==> src/hdl/path_oram_access_core_assert.svh <==
// ----------------------------------------------------------------------------
// path_oram_access_core assertion macros
// property wrappers sharing the core clock and reset
// ----------------------------------------------------------------------------
`ifndef PATH_ORAM_ACCESS_CORE_ASSERT_SVH
`define PATH_ORAM_ACCESS_CORE_ASSERT_SVH

// same-cycle implication
`define POA_ASSERT_NOW(lbl, pre, post) \
	lbl: assert property (@(posedge clk) disable iff (!arst_n) (pre) |-> (post)) \
		else $error("poa assertion failed");

// next-cycle implication
`define POA_ASSERT_NEXT(lbl, pre, post) \
	lbl: assert property (@(posedge clk) disable iff (!arst_n) (pre) |=> (post)) \
		else $error("poa assertion failed");

`endif

==> src/hdl/poa_pkg.sv <==
// ----------------------------------------------------------------------------
// poa_pkg
// shared types, sizes and controller commands of the path oram access core
// ----------------------------------------------------------------------------
package poa_pkg;

	localparam int TREE_LEVELS = 11;
	localparam int LEAF_W      = TREE_LEVELS - 1;
	localparam int LVL_W       = $clog2(TREE_LEVELS);
	localparam int NODE_W      = TREE_LEVELS;
	localparam int NODE_DEPTH  = 1 << NODE_W;
	localparam int MAX_SLOTS   = 4;
	localparam int SLOT_W      = $clog2(MAX_SLOTS);
	localparam int TAKEN_W     = $clog2(MAX_SLOTS + 1);
	localparam int SLOT_DEPTH  = 1 << (NODE_W + SLOT_W);
	localparam int STASH_DEPTH = 64;
	localparam int STASH_AW    = $clog2(STASH_DEPTH);
	localparam int CNT_W       = STASH_AW + 1;
	localparam int PAY_W       = 64;
	localparam int ID_W        = 10;
	localparam int BLOCK_COUNT = 1024;
	localparam int CFG_W       = 3;
	localparam int CLR_W       = NODE_W;

	typedef struct packed {
		logic             func;
		logic [ID_W-1:0]  block_id;
		logic [PAY_W-1:0] write_word;
		logic [9:0]       fresh_leaf;
	} req_t;

	typedef struct packed {
		logic [PAY_W-1:0] read_word;
		logic             hit;
		logic             overflowed;
		logic [6:0]       stash_fill;
	} rsp_t;

	typedef struct packed {
		logic [ID_W-1:0]  id;
		logic [PAY_W-1:0] pay;
	} entry_t;

	typedef enum logic [3:0] {
		OP_NOP, OP_CLEAR, OP_ACCEPT, OP_REMAP, OP_ROW_RD, OP_SLOT_RD, OP_SLOT_PUSH,
		OP_HS_RD, OP_HS_CHK, OP_UPDATE, OP_EV_START, OP_EV_RD, OP_EV_POS, OP_EV_DEC,
		OP_EV_ROW, OP_DONE
	} op_t;

	typedef struct packed {
		op_t op;
	} cmd_t;

	typedef struct packed {
		logic clr_last;
		logic slot_last;
		logic lvl_last;
		logic lvl_zero;
		logic idx_lt_cnt;
		logic match;
		logic out_free;
		logic ovf;
	} sts_t;

	// register value 0 acts as 1, above the slot count acts as the slot count
	function automatic logic [TAKEN_W-1:0] clamp_k(input logic [CFG_W-1:0] v);
		logic [TAKEN_W-1:0] r;
		if (v == '0) begin
			r = TAKEN_W'(1);
		end else if (v > CFG_W'(MAX_SLOTS)) begin
			r = TAKEN_W'(MAX_SLOTS);
		end else begin
			r = TAKEN_W'(v);
		end
		return r;
	endfunction

endpackage

==> src/hdl/poa_ctrl.sv <==
// ----------------------------------------------------------------------------
// poa_ctrl
// access sequencer: clearing pass, path read, stash search, eviction
// ----------------------------------------------------------------------------
module poa_ctrl import poa_pkg::*; (
	input  logic clk,
	input  logic arst_n,
	input  logic req_valid,
	output logic req_ready,
	input  sts_t sts,
	output cmd_t cmd
);
	typedef enum logic [3:0] {
		S_CLEAR, S_IDLE, S_REMAP, S_ROW_RD, S_SLOT_RD, S_SLOT_PUSH, S_HS_RD, S_HS_CHK,
		S_UPDATE, S_EV_START, S_EV_RD, S_EV_POS, S_EV_DEC, S_EV_ROW, S_DONE
	} state_t;

	state_t state_q;

	always_ff @(posedge clk or negedge arst_n) begin
		if (!arst_n) begin
			state_q <= S_CLEAR;
		end else begin
			unique case (state_q)
				S_CLEAR:     if (sts.clr_last) state_q <= S_IDLE;
				S_IDLE:      if (req_valid) state_q <= S_REMAP;
				S_REMAP:     state_q <= S_ROW_RD;
				S_ROW_RD:    state_q <= S_SLOT_RD;
				S_SLOT_RD:   state_q <= S_SLOT_PUSH;
				S_SLOT_PUSH: begin
					if (!sts.slot_last) state_q <= S_SLOT_RD;
					else if (sts.lvl_last) state_q <= S_HS_RD;
					else state_q <= S_ROW_RD;
				end
				S_HS_RD:     state_q <= sts.idx_lt_cnt ? S_HS_CHK : S_UPDATE;
				S_HS_CHK:    state_q <= sts.match ? S_UPDATE : S_HS_RD;
				S_UPDATE:    state_q <= S_EV_START;
				S_EV_START:  state_q <= S_EV_RD;
				S_EV_RD:     state_q <= sts.idx_lt_cnt ? S_EV_POS : S_EV_ROW;
				S_EV_POS:    state_q <= S_EV_DEC;
				S_EV_DEC:    state_q <= S_EV_RD;
				S_EV_ROW:    state_q <= sts.lvl_zero ? S_DONE : S_EV_START;
				S_DONE:      if (sts.out_free) state_q <= S_IDLE;
				default:     state_q <= S_CLEAR;
			endcase
		end
	end

	always_comb begin
		req_ready = (state_q == S_IDLE);
		unique case (state_q)
			S_CLEAR:     cmd.op = OP_CLEAR;
			S_IDLE:      cmd.op = req_valid ? OP_ACCEPT : OP_NOP;
			S_REMAP:     cmd.op = OP_REMAP;
			S_ROW_RD:    cmd.op = OP_ROW_RD;
			S_SLOT_RD:   cmd.op = OP_SLOT_RD;
			S_SLOT_PUSH: cmd.op = OP_SLOT_PUSH;
			S_HS_RD:     cmd.op = OP_HS_RD;
			S_HS_CHK:    cmd.op = OP_HS_CHK;
			S_UPDATE:    cmd.op = OP_UPDATE;
			S_EV_START:  cmd.op = OP_EV_START;
			S_EV_RD:     cmd.op = OP_EV_RD;
			S_EV_POS:    cmd.op = OP_EV_POS;
			S_EV_DEC:    cmd.op = OP_EV_DEC;
			S_EV_ROW:    cmd.op = OP_EV_ROW;
			S_DONE:      cmd.op = sts.out_free ? OP_DONE : OP_NOP;
			default:     cmd.op = OP_NOP;
		endcase
	end
endmodule

==> config.mk <==
export PLATFORM = sky130hd
export DESIGN_NAME = poa_ctrl
export DESIGN_NICKNAME = d
export VERILOG_FILES = /design/src/hdl/path_oram_access_core_assert.svh /design/src/hdl/poa_pkg.sv /design/src/hdl/poa_ctrl.sv
export SDC_FILE = /design/constraint.sdc
export NUM_CORES = 1
export LEC_CHECK = 0
export BUFFER_PORTS_ARGS = -buffer_cell sky130_fd_sc_hd__buf_4
export CAP_MARGIN = 10
export CORE_AREA = 2 2 39 41
export DETAILED_ROUTE_END_ITERATION = 10
export DIE_AREA = 0 0 41 43
export HOLD_SLACK_MARGIN = 0.06
export MAX_ROUTING_LAYER = met4
export PLACE_DENSITY = 0.71
export SYNTH_ARGS = -nofsm -noshare
export SYNTH_HDL_FRONTEND = slang
export SYNTH_SLANG_ARGS = --single-unit
==> constraint.sdc <==
create_clock -name clk -period 1.8 [get_ports clk]
set_input_delay 0.09 -clock clk [delete_from_list [all_inputs] [get_ports clk]]
set_output_delay 0.09 -clock clk [all_outputs]
set_load 0.01 [all_outputs]
==> qor.tcl <==
set qor(grt_max_degree) 15
set qor(syn-cell-area_sq_um) 490.5
set qor(post_cts_resize_count) 0
set qor(global_route_wire_length_before_repair_mm) 1.897
set qor(layout-area-overhead-vs-synth_pct) 27.81
set qor(ys_dominant_reg_cell) {sky130_fd_sc_hd__dfrtp_1}
set qor(grt_setup_unrepaired) {false}
set qor(placed_cells) 96
set qor(fp.coreArea_sq_mm) 0.001384
set qor(power_per_cell_area_mw_per_mm2) 1694
set qor(io_buffers) 14
set qor(fp.dieW_um) 41
set qor(drt_pass1_iterations) 4
set qor(inserted_diodes) 0
set qor(drv_cap) 0
set qor(final.setup_skew_ns) 0.001155
set qor(post-synth-top-area-cell) {sky130_fd_sc_hd__dfrtp_1}
set qor(clk_transition_reported_paths_ns) 0.04
set qor(cp_max_fo) 11
set qor(detail_route.vias_per_cell) 5.570
set qor(period_minus_slack_ns) 1.571
set qor(syn_area_per_cell_sq_um) 7.007
set qor(vdd_drop_max_mv) 0.4710
set qor(cpMaxStageDelayCell) {sky130_fd_sc_hd__dfrtp_1}
set qor(nets) 97
set qor(globalplace.congestion) 0.8114
set qor(fp.dieH_um) 43
set qor(fmaxAchievable_ghz) 0.6365
set qor(cts_setup_buffers) 0
set qor(detailed_place_hpwl_um) 873.6
set qor(post_dp_cell_area_sq_um) 594.3
set qor(path_class) {register to output port}
set qor(tritoncts) {built}
set qor(yosys_warnings) 0
set qor(synth_enable_flop_cells) 0
set qor(synth-async-reset-ratio_pct) 100.0
set qor(timing.slew.headroom_pct) 70.38
set qor(drc_errors) 0
set qor(clock_insertion_delay_worst_skew_ns) 0.23
set qor(path_cells) {buf_4 > nor2b_1 > and2_1 > o22ai_1 > buf_4}
set qor(finalNonFillerCells) 100
set qor(min_path_type) {input pin to register}
set qor(setup-violations-final) 0
set qor(biggestRegsByFlops) {state_q: 4 flops}
set qor(wl_per_cell_um) 11.42
set qor(number_of_global_route_vias_before_repair) 450
set qor(setup.worst_path.end_class) {output port}
set qor(grt.overflow.total) 0
set qor(critical_path_required_ns) 1.71
set qor(crit_arrival_ns) 1.48
set qor(synth_cell_type_count) 31
set qor(row_count) 14
set qor(cellLeakagePower_nw) 0.2852
set qor(critical_path.startpoint_type) {register}
set qor(outcome) {completed}
set qor(grt_antenna_before_repair) 0
set qor(synthCells) 70
set qor(timing.final.max_slew_violations) 0
set qor(drt_wl_total_mm) 1.142
set qor(hold_viol) 0
set qor(cts_max_level) 1
set qor(synth_area_leaders) {sky130_fd_sc_hd__dfrtp_1, sky130_fd_sc_hd__nand2_1, sky130_fd_sc_hd__nor2_1}
set qor(synth.yosys.seq_area_share_pct) 20.41
set qor(cts-root-buf) {sky130_fd_sc_hd__clkbuf_4}
set qor(dpl_worst_slack_ns) 0.3123
set qor(critPathMaxStageDelay_ns) 0.46
set qor(gr-usage-all-layers_pct) 15.60
set qor(fillerInstances) 147
set qor(critPathMostFrequentCell) {sky130_fd_sc_hd__buf_4}
set qor(cp_top_family) {flip-flops}
set qor(antenna_left) 0
set qor(worst_slew_pin_slew_ns) 0.4443
set qor(tns_ns) 0
set qor(synth_top_cells_by_count) {sky130_fd_sc_hd__nand2_1, sky130_fd_sc_hd__nor2_1, sky130_fd_sc_hd__a21oi_1, sky130_fd_sc_hd__buf_2}
set qor(postLayoutCellArea_sq_um) 626.9
set qor(top_level_ports) 16
set qor(cts-root-to-sink-buffers) 2
set qor(start_util_pct) 35.44
set qor(detailroute.via_count) 557
set qor(ys_seq_elements) 4
set qor(max_flop_register) {state_q}
set qor(drt_iter0_drc) 24
set qor(largest_register_ff_count) 4
set qor(die_area_sq_mm) 0.001763
set qor(combined_buffer_and_inverter_count_along_the_critical_path) 2
set qor(synth.top_cell.area_share_pct) 20.41
set qor(layout_worst_path_cycle_share_pct) 87.28
set qor(final_layout_size_suffix_gt1_share_pct) 27.38
set qor(multi_input_logic_area_sq_um) 331.6
set qor(synthesis.nets) 81
set qor(finalWorstSetupSlack_ns) 0.2290
set qor(cts_buffers) 3
set qor(clkSinkCount) 4
set qor(ff_latch_area_sq_um) 100.1
-- worst reg2reg max path: cells and delay by family, from the launching register on --
| family | cells | cell delay [ns] |
|---|---|---|
| AO/OA/AOI/OAI | 1 | 0.19 |
| AND/OR/NAND/NOR | 3 | 0.60 |
| flip-flops | 1 | 0.60 |
-- report_power, final --
group / internal [W] / switching, W / leakage (nW)
clock: 0.0000742 / 0.0000313 / 0.0138
sequential: 0.000136 / 0.000113 / 0.0490
combinational: 0.000355 / 0.000352 / 0.222
total: 0.000566 / 0.000496 / 0.285
-- cell usage in the layout (no fill, tap or decap), drive strengths merged --
cell type	instances
or3b	1
nor3	3
o221ai	1
nor2b	2
nand3b	2
o31ai	1
dlygate4sd3	1
o2bb2ai	1
nand2	7
nor2	7
a21oi	5
a22o	1
o21ai	4
and2	2
o32ai	1
dfrtp	4
mux2i	2
inv	4
nand3	2
nand2b	3
clkbuf	3
a31oi	2
a32oi	1
o22ai	1
or3	1
or2	1
buf	17
a32o	1
nor3b	2
nand4	1
-- worst paths after layout --
check | from | cells past startpoint | to | slack [ns]
worst max-delay path | state_q[3] | 5 | cmd[1] | 0.23
max in group asynchronous | arst_n | 2 | state_q[0] | 1.50
worst min register to register | state_q[3] | 1 | state_q[3] | 0.65
min in group asynchronous | arst_n | 2 | state_q[2] | 0.20
worst min-delay path | req_valid | 2 | state_q[0] | 0.15
worst max register to register | state_q[1] | 4 | state_q[1] | 0.32
-- metrics by stage --
| stage | utilization, % | hold WS, ns | power [W] |
|---|---|---|---|
| after floorplan | - | -0.2056 | 0.0007604 |
| after global placement | 42.95 | -0.1135 | 0.0009526 |
| after detailed placement | 42.95 | -0.1137 | 0.0009584 |
| after CTS | 45.30 | 0.1587 | 0.001069 |
| after global routing | 45.30 | 0.1619 | 0.001175 |
| final | 45.30 | 0.1485 | 0.001062 |
-- area by class of cell --
cell class                      instances  area share, %
Multi-Input combinational cell         55          52.89
Timing Repair Buffer                   18          21.96
Sequential cell                         4          15.97
Clock buffer                            3          3.593
Tap cell                               16          3.194
Inverter                                4          2.395
-- cells by family after synthesis --
family	after synthesis	share of synthesized area, %
muxes	2	4.082
DFF	4	20.41
buffers and inverters	11	11.99
AOI/OAI and AO/OA	19	25.51
and+or+nand+nor	34	38.01
-- what timing repair did --
action / CTS / global route
hold buffers: 1 / 0
endpoints found under the hold margin: 4 / 0
endpoints found under the setup margin: 0 / 0
-- per-layer routing --
layer  vias up  wire length (um)  global-route usage, %  part of all wire [%]
met1       253               519                  22.15                    45
li1        281                 -                      -                     -
met5         -                 0                      -                     0
met2        23               546                  23.13                    48
met4         0                 0                  4.000                     0
met3         0                76                  1.571                   6.7
Note: power is estimated with default switching activity, not from simulation.
